--- src/rtl/itd_pkg.sv ---
// Shared types, constants and the digit-to-character function of the
// integer-to-radix-digits block. No dependencies.
`default_nettype none

package itd_pkg;

	// Field widths fixed by the interface.
	localparam int RADIX_W = 5;
	localparam int DIGIT_W = 4;
	localparam int CHAR_W  = 7;

	// Quotient bits produced by the divider in one cycle.
	localparam int STEP_BITS = 8;

	// Base limits; radix values outside them saturate.
	localparam logic [RADIX_W-1:0] RADIX_MIN = 5'd2;
	localparam logic [RADIX_W-1:0] RADIX_MAX = 5'd16;

	// Character mapping constants.
	localparam logic [DIGIT_W-1:0] DEC_DIGITS = 4'd10;
	localparam logic [CHAR_W-1:0]  ASCII_ZERO = 7'h30;
	localparam logic [CHAR_W-1:0]  ASCII_A    = 7'h41;
	localparam logic [CHAR_W-1:0]  ASCII_NINE = 7'h39;
	localparam logic [CHAR_W-1:0]  ASCII_F    = 7'h46;

	// Commands from the controller to the datapath.
	typedef struct packed {
		logic load;       // capture a new value and radix
		logic step;       // one divider step
		logic step_last;  // final divider cycle of a digit: push the remainder
		logic pop;        // move the top digit into the output register
	} cmd_t;

	// Status from the datapath to the controller.
	typedef struct packed {
		logic quot_zero;   // quotient after this divider cycle is zero
		logic last_entry;  // exactly one digit left on the stack
		logic out_free;    // output register can take a digit this cycle
	} sts_t;

	// Map a digit value to its ASCII character, letters above nine.
	function automatic logic [CHAR_W-1:0] digit_to_ascii(input logic [DIGIT_W-1:0] d);
		if (d < DEC_DIGITS) begin
			return ASCII_ZERO + CHAR_W'(d);
		end
		return ASCII_A + CHAR_W'(d - DEC_DIGITS);
	endfunction

endpackage

`default_nettype wire

--- src/rtl/itd_ctrl.sv ---
// Controller of the integer-to-radix-digits block: sequences load, division
// and emission. Depends on itd_pkg.
`default_nettype none

module itd_ctrl #(
	parameter int VALUE_BITS = 31
) (
	input  wire logic          clk,
	input  wire logic          arst_n,
	input  wire logic          s_tvalid,
	output logic               s_tready,
	input  wire itd_pkg::sts_t sts,
	output itd_pkg::cmd_t      cmd
);

	localparam int CHUNKS = (VALUE_BITS + itd_pkg::STEP_BITS - 1) / itd_pkg::STEP_BITS;
	localparam int CW     = (CHUNKS > 1) ? $clog2(CHUNKS) : 1;

	typedef enum logic [1:0] {
		ST_IDLE,
		ST_DIV,
		ST_EMIT
	} state_t;

	state_t          state_q;
	logic [CW-1:0]   chunk_q;
	logic            ready_q;

	assign s_tready = ready_q;

	// Commands follow the state and the current status.
	always_comb begin
		cmd = '0;
		case (state_q)
			ST_IDLE: begin
				cmd.load = s_tvalid;
			end
			ST_DIV: begin
				cmd.step      = 1'b1;
				cmd.step_last = (chunk_q == CW'(CHUNKS - 1));
			end
			ST_EMIT: begin
				cmd.pop = sts.out_free;
			end
			default: begin
				cmd = '0;
			end
		endcase
	end

	// State, chunk counter and the registered ready.
	always_ff @(posedge clk or negedge arst_n) begin
		if (!arst_n) begin
			state_q <= ST_IDLE;
			chunk_q <= '0;
			ready_q <= 1'b1;
		end else begin
			case (state_q)
				ST_IDLE: begin
					if (s_tvalid) begin
						state_q <= ST_DIV;
						chunk_q <= '0;
						ready_q <= 1'b0;
					end
				end
				ST_DIV: begin
					if (chunk_q == CW'(CHUNKS - 1)) begin
						chunk_q <= '0;
						if (sts.quot_zero) begin
							state_q <= ST_EMIT;
						end
					end else begin
						chunk_q <= chunk_q + CW'(1);
					end
				end
				ST_EMIT: begin
					if (sts.out_free && sts.last_entry) begin
						state_q <= ST_IDLE;
						ready_q <= 1'b1;
					end
				end
				default: begin
					state_q <= ST_IDLE;
					ready_q <= 1'b1;
				end
			endcase
		end
	end

endmodule

`default_nettype wire

--- src/rtl/itd_datapath.sv ---
// Datapath of the integer-to-radix-digits block: radix divider, digit stack
// and output register. Depends on itd_pkg.
`default_nettype none

module itd_datapath #(
	parameter int VALUE_BITS = 31
) (
	input  wire logic                         clk,
	input  wire logic                         arst_n,
	input  wire itd_pkg::cmd_t                cmd,
	output itd_pkg::sts_t                     sts,
	input  wire logic [VALUE_BITS-1:0]        value_in,
	input  wire logic [itd_pkg::RADIX_W-1:0]  radix_in,
	input  wire logic                         m_tready,
	output logic                              m_tvalid,
	output logic [itd_pkg::CHAR_W-1:0]        digit_char,
	output logic                              last_digit
);

	localparam int SB     = itd_pkg::STEP_BITS;
	localparam int CHUNKS = (VALUE_BITS + SB - 1) / SB;
	localparam int W      = CHUNKS * SB;
	localparam int DW     = $clog2(VALUE_BITS + 1);
	localparam int RW     = itd_pkg::RADIX_W;
	localparam int GW     = itd_pkg::DIGIT_W;

	logic [W-1:0]    w_q;
	logic [RW-1:0]   radix_q;
	logic [GW-1:0]   rem_q;
	logic [GW-1:0]   stk_q [VALUE_BITS];
	logic [DW-1:0]   depth_q;
	logic            valid_q;
	logic [itd_pkg::CHAR_W-1:0] char_q;
	logic            last_q;

	logic [W-1:0]    w_next;
	logic [GW-1:0]   rem_next;
	logic [SB-1:0]   qbits;
	logic [RW-1:0]   radix_sat;

	// Saturate the incoming radix to the supported range.
	always_comb begin
		if (radix_in < itd_pkg::RADIX_MIN) begin
			radix_sat = itd_pkg::RADIX_MIN;
		end else if (radix_in > itd_pkg::RADIX_MAX) begin
			radix_sat = itd_pkg::RADIX_MAX;
		end else begin
			radix_sat = radix_in;
		end
	end

	// Eight restoring division steps on the top byte of the working word.
	always_comb begin
		logic [RW-1:0] t;
		logic [GW-1:0] r;
		r = rem_q;
		qbits = '0;
		for (int i = 0; i < SB; i++) begin
			t = {r, w_q[W-1-i]};
			if (t >= radix_q) begin
				qbits[SB-1-i] = 1'b1;
				r = GW'(t - radix_q);
			end else begin
				r = t[GW-1:0];
			end
		end
		rem_next = r;
		w_next   = (w_q << SB) | W'(qbits);
	end

	assign sts.quot_zero  = (w_next == '0);
	assign sts.last_entry = (depth_q == DW'(1));
	assign sts.out_free   = !valid_q || m_tready;

	// Working word, radix and partial remainder.
	always_ff @(posedge clk) begin
		if (cmd.load) begin
			w_q     <= W'(value_in);
			radix_q <= radix_sat;
			rem_q   <= '0;
		end else if (cmd.step) begin
			w_q   <= w_next;
			rem_q <= cmd.step_last ? '0 : rem_next;
		end
	end

	// Digit stack: pushes enter at the top, pops leave from the top.
	always_ff @(posedge clk) begin
		if (cmd.step_last) begin
			stk_q[0] <= rem_next;
			for (int i = 1; i < VALUE_BITS; i++) begin
				stk_q[i] <= stk_q[i-1];
			end
		end else if (cmd.pop) begin
			for (int i = 0; i < VALUE_BITS - 1; i++) begin
				stk_q[i] <= stk_q[i+1];
			end
		end
	end

	// Stack depth.
	always_ff @(posedge clk or negedge arst_n) begin
		if (!arst_n) begin
			depth_q <= '0;
		end else if (cmd.step_last) begin
			depth_q <= depth_q + DW'(1);
		end else if (cmd.pop) begin
			depth_q <= depth_q - DW'(1);
		end
	end

	// Output register valid flag.
	always_ff @(posedge clk or negedge arst_n) begin
		if (!arst_n) begin
			valid_q <= 1'b0;
		end else if (cmd.pop) begin
			valid_q <= 1'b1;
		end else if (m_tready) begin
			valid_q <= 1'b0;
		end
	end

	// Output register payload.
	always_ff @(posedge clk) begin
		if (cmd.pop) begin
			char_q <= itd_pkg::digit_to_ascii(stk_q[0]);
			last_q <= (depth_q == DW'(1));
		end
	end

	assign m_tvalid   = valid_q;
	assign digit_char = char_q;
	assign last_digit = last_q;

	// A pop always finds a digit on the stack.
	a_pop_nonempty: assert property (@(posedge clk) disable iff (!arst_n)
		cmd.pop |-> (depth_q != '0))
		else $error("digit popped from an empty stack");

	// A new value is only taken once the digit stack is empty.
	a_load_empty: assert property (@(posedge clk) disable iff (!arst_n)
		cmd.load |-> (depth_q == '0))
		else $error("value loaded while digits remain");

	// A pop never overwrites a digit that waits in the output register.
	a_pop_free: assert property (@(posedge clk) disable iff (!arst_n)
		cmd.pop |-> (!valid_q || m_tready))
		else $error("output register overwritten");

	// Every emitted character is a decimal digit or a letter A to F.
	a_char_range: assert property (@(posedge clk) disable iff (!arst_n)
		valid_q |-> ((char_q >= itd_pkg::ASCII_ZERO && char_q <= itd_pkg::ASCII_NINE) ||
			(char_q >= itd_pkg::ASCII_A && char_q <= itd_pkg::ASCII_F)))
		else $error("character out of range");

endmodule

`default_nettype wire

--- src/rtl/integer_to_radix_digits.sv ---
// Top level of the integer-to-radix-digits block: joins controller and
// datapath. Depends on itd_pkg, itd_ctrl and itd_datapath.
//
// Channel  Dir  Handshake            Payload
// s_       in   s_tvalid/s_tready    s_tdata: value, radix
// m_       out  m_tvalid/m_tready    m_tdata: digit_char; m_tlast: last_digit
//
// The divider resolves eight quotient bits per cycle and divides the whole
// working word once for each digit; digits are pushed onto the digit stack
// least significant first and drained from it most significant first.
// A new item is taken once the last digit has entered the output register.
// Reset empties the digit stack and the output register; m_tready low only
// holds the output register and pauses the drain.
`default_nettype none

module integer_to_radix_digits #(
	parameter int VALUE_BITS = 31
) (
	input  wire logic clk,
	input  wire logic arst_n,
	// Fields from bit 0: value [VALUE_BITS-1:0], radix [VALUE_BITS+4:VALUE_BITS].
	input  wire logic [((VALUE_BITS + itd_pkg::RADIX_W + 7) / 8) * 8 - 1:0] s_tdata,
	input  wire logic s_tvalid,
	output logic      s_tready,
	// Fields from bit 0: digit_char [6:0], zero fill [7].
	output logic [7:0] m_tdata,
	output logic       m_tlast,
	output logic       m_tvalid,
	input  wire logic  m_tready
);

	itd_pkg::cmd_t cmd;
	itd_pkg::sts_t sts;
	logic [itd_pkg::CHAR_W-1:0] digit_char;

	itd_ctrl #(
		.VALUE_BITS(VALUE_BITS)
	) u_ctrl (
		.clk      (clk),
		.arst_n   (arst_n),
		.s_tvalid (s_tvalid),
		.s_tready (s_tready),
		.sts      (sts),
		.cmd      (cmd)
	);

	itd_datapath #(
		.VALUE_BITS(VALUE_BITS)
	) u_datapath (
		.clk        (clk),
		.arst_n     (arst_n),
		.cmd        (cmd),
		.sts        (sts),
		.value_in   (s_tdata[VALUE_BITS-1:0]),
		.radix_in   (s_tdata[VALUE_BITS+itd_pkg::RADIX_W-1:VALUE_BITS]),
		.m_tready   (m_tready),
		.m_tvalid   (m_tvalid),
		.digit_char (digit_char),
		.last_digit (m_tlast)
	);

	assign m_tdata = {1'b0, digit_char};

endmodule

`default_nettype wire

--- config.mk ---
export PLATFORM = sky130hd
export DESIGN_NAME = integer_to_radix_digits
export DESIGN_NICKNAME = d
export VERILOG_FILES = /design/src/rtl/itd_pkg.sv /design/src/rtl/itd_ctrl.sv /design/src/rtl/itd_datapath.sv /design/src/rtl/integer_to_radix_digits.sv
export SDC_FILE = /design/constraint.sdc
export NUM_CORES = 1
export LEC_CHECK = 0
export BUFFER_PORTS_ARGS = -buffer_cell sky130_fd_sc_hd__buf_2
export CAP_MARGIN = 25
export CORE_MARGIN = 2
export CORE_UTILIZATION = 45
export DETAILED_ROUTE_END_ITERATION = 6
export SLEW_MARGIN = 15
export SYNTH_ARGS = -nofsm -noshare
export SYNTH_HDL_FRONTEND = slang
export SYNTH_SLANG_ARGS = --single-unit
--- constraint.sdc ---
create_clock -name clk -period 23.1 [get_ports clk]
set_clock_uncertainty 0.1 [all_clocks]
set_input_delay 2.31 -clock clk [delete_from_list [all_inputs] [get_ports clk]]
set_output_delay 2.31 -clock clk [all_outputs]
set_load 0.03 [all_outputs]
### Yosys cells after proc, flatten, opt, wreduce, memory -nomap -nowiden

Memories as Yosys holds them, arrays and structs flattened.
Cells that the tools add are included.

* bitwise logic cells: 32
* magnitude comparators: 11
* multiplexer cells: 77
* shifts and indexed selects: 0
* reductions and logical operators: 13
* multipliers: 0
* add/subtract/negate cells: 14
* divide/modulo/power cells: 0
* equal/unequal tests: 8

Operators with widths (number)
* $mux 4: 39
* $mux 31: 2
* $ge 5x5->1: 8
* $logic_not 32->1: 1
* $or 32x8->32: 1
* $sub 4x4->4: 8
* $or 1x1->1: 30
* $mux 1: 21
* $mux 5: 3
* $mux 2: 7
* $mux 7: 2
* $reduce_bool 2->1: 4
* $add 6x4->7 const A: 1
* $add 7x7->7 const A: 1
* $pmux 2 s3: 1
* $add 5x1->5 const B: 1
* $eq 5x1->1 const B: 1
* $gt 5x5->1 const B: 1
* $lt 5x2->1 const B: 1
* $sub 4x4->5 const B: 1
* $sub 5x1->5 const B: 1
* $eq 2x2->1 const B: 2
* $lt 4x4->1 const B: 1
* $ne 2x1->1 const B: 2
* 14 further kinds: 15

* bits in latches: 0
* RAM bits: 124
* bits of input ports: 44
* bits in registers: 60
* ROM bits: 0
* memories: 1

Memory list
* u_datapath.stk_q: depth 31, bits a word 4, rd ports 31, clocked after memory_dff 0, write ports 31, RTL line itd_datapath.sv:30 `logic [GW-1:0] stk_q [VALUE_BITS];`

### Depth between registers and ports, before layout

* word-level depth: 21
* gate-level depth with buffers: 49

### Hierarchy

A second synthesis with hierarchy kept.

* cells, all modules: 838
* area, all modules: 9711.8 um^2

Modules (own cells, without submodules)
* itd_datapath: cells each 815, area an instance 9455.3 um^2, sequential area each 5295.1 um^2, times used 1
* itd_ctrl: cells each 21, area an instance 245.2 um^2, sequential area each 126.4 um^2, times used 1
* integer_to_radix_digits: cells each 2, area an instance 11.3 um^2, sequential area each 0.0 um^2, times used 1

### Worst setup path before layout

Ideal clock, no wire load.

* kind: reg2reg
* start point: register u_datapath.radix_q[1]
* end point: memory u_datapath.stk_q[0][0] (netlist name), data pin
* data required time: 22740 ps
* period minus slack after synthesis: 10884 ps
* arrival: 10524 ps
* setup slack: 12216 ps
* stages on the path, launching flop included: 47
* cells stage by stage: edfxtp_1 -> inv_1 -> ha_1 -> nor2b_1 -> o31a_2 -> o22ai_4 -> mux2_2 -> inv_1 -> ha_1 -> nor2b_1 -> o31a_1 -> o22ai_2 -> mux2_2 -> ha_1 -> o21a_1 -> o31ai_2 -> a31oi_1 -> or3_1 -> [11 not listed] -> o21a_1 -> ha_1 -> a21o_1 -> a31o_1 -> a2111oi_0 -> nor2_1 -> ha_1 -> a31oi_1 -> o21ai_0 -> nor3_1 -> a21oi_1 -> inv_1 -> ha_1 -> a21oi_1 -> o21ai_0 -> a21boi_1 -> o21ai_0 -> mux2_2

RTL lines
* start: declaration: RTL line itd_datapath.sv:28 `logic [RW-1:0] radix_q;`
* start signal: assignment: RTL line itd_datapath.sv:79 `radix_q <= radix_sat;`
* end: declaration: RTL line itd_datapath.sv:30

==> flow_summary.yaml <==
floorplan:
  ioPinCount: 55
  core.rowCount: 53
  start_util_pct: 45.9
  die_h_um: 151
  die_area_um2: 22700
  die_x_um: 151
  fp.coreArea_um2: 21100
sta:
  final.setup.tns_ps: 0
  rsz0062_at_grt: "no"
  finalCritPeriodShare_pct: 57.5
  setup_viol_count_final: 0
  max_slew_margin_pct: 38.0
  hold_viol: 0
  fmax_mhz: 75.3
  tightest_slew_ps: 929
  fin_crit_ps: 13270
  drv_slew: 0
clock_network:
  clockRootBuffer: "clkbuf_16"
  ctsLongestPathBuffers: 2
  hold_buffers: 0
  postCtsSetupBuffers: 0
  insertion_delay_ps: 430
  clock_sinks: 184
  htree_levels: 4
  tritoncts: "built"
  cts_resized: 0
  cts_buffers: 17
  path_clk_slew_ps: 70
yosys:
  yosys-top-cells-area: "edfxtp_1, nand2_1, ha_1, dfrtp_1, fa_1"
  synth_common_cells: "nand2_1, edfxtp_1, ha_1"
  yosys_warnings: 0
  synth_compound_area_share_pct: 8.01
  syn_area_per_cell_um2: 9.82
  syn_nets: 1086
  synth.largest_area_cell: "edfxtp_1"
  synth_cells: 986
  synth_top_family_by_area: "simple AND/OR/NAND/NOR gates"
  ys_types: 64
  synth.yosys.seq_area_share_pct: 56.0
  yosys.area_share.xor_xnor_pct: 1.81
  yosys.area_share.simple_pct: 22.0
  synth_edf_count: 168
  synthMuxAreaShare_pct: 1.50
  ys_async_sr_fraction_pct: 5.98
  yosysMostFrequentCell: "nand2_1"
  synth-seq-cells: 184
  synthAdderAreaFrac_pct: 7.86
  synth_top_area_share_pct: 52.1
  netlist_area_um2: 9680
  synth_flop_cell: "edfxtp_1"
place:
  dpl_cell_area_um2: 10200
  dp_hpwl_um: 12600
  gp_congestion: 0.798
  portBuffers: 49
worst_setup_path:
  path_class: "register to register"
  setup.worst_path.end_class: "register"
  critPathSlowestCell: "a2111oi_0"
  cp_common_cell: "ha_1"
  cp.required_ps: 23170
  crit_arrival_ps: 13340
  path_delay_family: "compound AO/OA/AOI/OAI gates"
  critPathMaxFanout: 11
  start_kind: "register"
  max_stage_delay_ps: 700
  path_buf_inv: 3
drt:
  ant_nets: 0
  wl_per_cell_um: 14.4
  firstDrtPassIters: 4
  route.detailed.drc: 0
  routed_wl_um: 18900
  drtIter0Drc: 491
  viasPerCell: 5.14
  vias: 6751
layout:
  synthToLayoutAreaGrowth_pct: 11.2
  fin_area_um2: 10800
  drive_gt1_share_pct: 10.5
  final_nets: 1125
grt:
  grt_pass1_vias: 6376
  grt_max_degree: 82
  gr-total-overflow: 0
  grt_pass1_wl_um: 31200
  grt_usage_pct: 17.4
  antenna_found_initial: 1
worst_hold_path:
  hp-class: "register to register"
run:
  max_cap_violations: 0
outcome:
  status: "complete, no violations"
==> state kept, by name, indices dropped and copies added (netlist names) <==
signal / flops
u_ctrl.state_q: 2
u_datapath.stk_q: 124
u_datapath.rem_q: 4
u_datapath.m_tvalid: 1
u_ctrl.chunk_q: 2
u_datapath.w_q: 32
u_datapath.digit_char: 7
u_ctrl.s_tready: 1
u_datapath.radix_q: 5
u_datapath.last_digit: 1
u_datapath.depth_q: 5
==> area by class of cell <==
type | instances | area (um^2)
sequential | 184 | 5420
multi-input combinational | 731 | 4000
clock inverter | 13 | 131
clock buffer | 18 | 429
inverter | 35 | 131
tap | 275 | 344
timing repair buffer | 56 | 310
antenna | 1 | 2.50
fill | 1967 | 10300
==> per-stage QoR <==
stage          worst slack (ps)  hold WS, ps  util [%]  instances
2_1_floorplan             12220          326         -        986
3_3_place_gp              10040          332      48.3       1280
3_5_place_dp               9960          334      48.3       1280
4_1_cts                    9910          352      51.0       1311
5_1_grt                    8820          361      51.1       1312
6_report                   9830          352      51.1       1313
==> cell usage in the layout, fill, tap and decap left out, drive strengths merged, types with 7 or more instances in the layout <==
master / Yosys / routed
a21o: 14 / 14
a21oi: 23 / 23
buf: 2 / 56
clkbuf: 34 / 18
clkinv: 2 / 9
dfrtp: 10 / 10
edfxtp: 168 / 168
fa: 8 / 8
ha: 48 / 48
inv: 33 / 35
mux2: 9 / 9
nand2: 448 / 448
nor2: 34 / 34
nor2b: 10 / 10
nor3: 7 / 7
o21ai: 21 / 21
xnor2: 13 / 13
xor2: 7 / 7
==> routing by layer <==
layer / vias up / global-route usage, % / wire length, um
met3: 9 / 4.00 / 882
met2: 127 / 26.6 / 8430
met1: 3191 / 25.2 / 9400
li1: 3424 / - / -
met5: - / 0 / 0
met4: 0 / 4.16 / 168
==> worst paths after layout <==
kind / startpoint / to / slack (ps) / depth (start not counted)
worst min-delay path: u_datapath.stk_q[1][54]$_DFFE_PP_ / u_datapath.stk_q[1][58]$_DFFE_PP_ / 350 / 0
worst min register to register: u_datapath.stk_q[1][54]$_DFFE_PP_ / u_datapath.stk_q[1][58]$_DFFE_PP_ / 350 / 0
min in group asynchronous: arst_n / u_datapath.depth_q[1]$_DFFE_PN0P_ / 1650 / 1
max in group asynchronous: arst_n / u_ctrl.s_tready$_DFFE_PN1P_ / 20980 / 1
worst max register to register: u_datapath.radix_q[1]$_SDFFCE_PP1P_ / u_datapath.stk_q[0][0]$_DFFE_PP_ / 9830 / 47
worst max-delay path: u_datapath.radix_q[1]$_SDFFCE_PP1P_ / u_datapath.stk_q[0][0]$_DFFE_PP_ / 9830 / 47
==> cell families after synthesis <==
| kind of cell | Yosys count |
|---|---|
| buffers and inverters | 71 |
| AOI/OAI and AO/OA | 109 |
| muxes | 13 |
| adders and majority gates | 56 |
| xor gates and xnor gates | 20 |
| other | 1 |
| and+or+nand+nor | 532 |
| DFF | 184 |
Power is not shown: default switching activity piles up to over one toggle a cycle in this logic, so the estimate is an artifact.
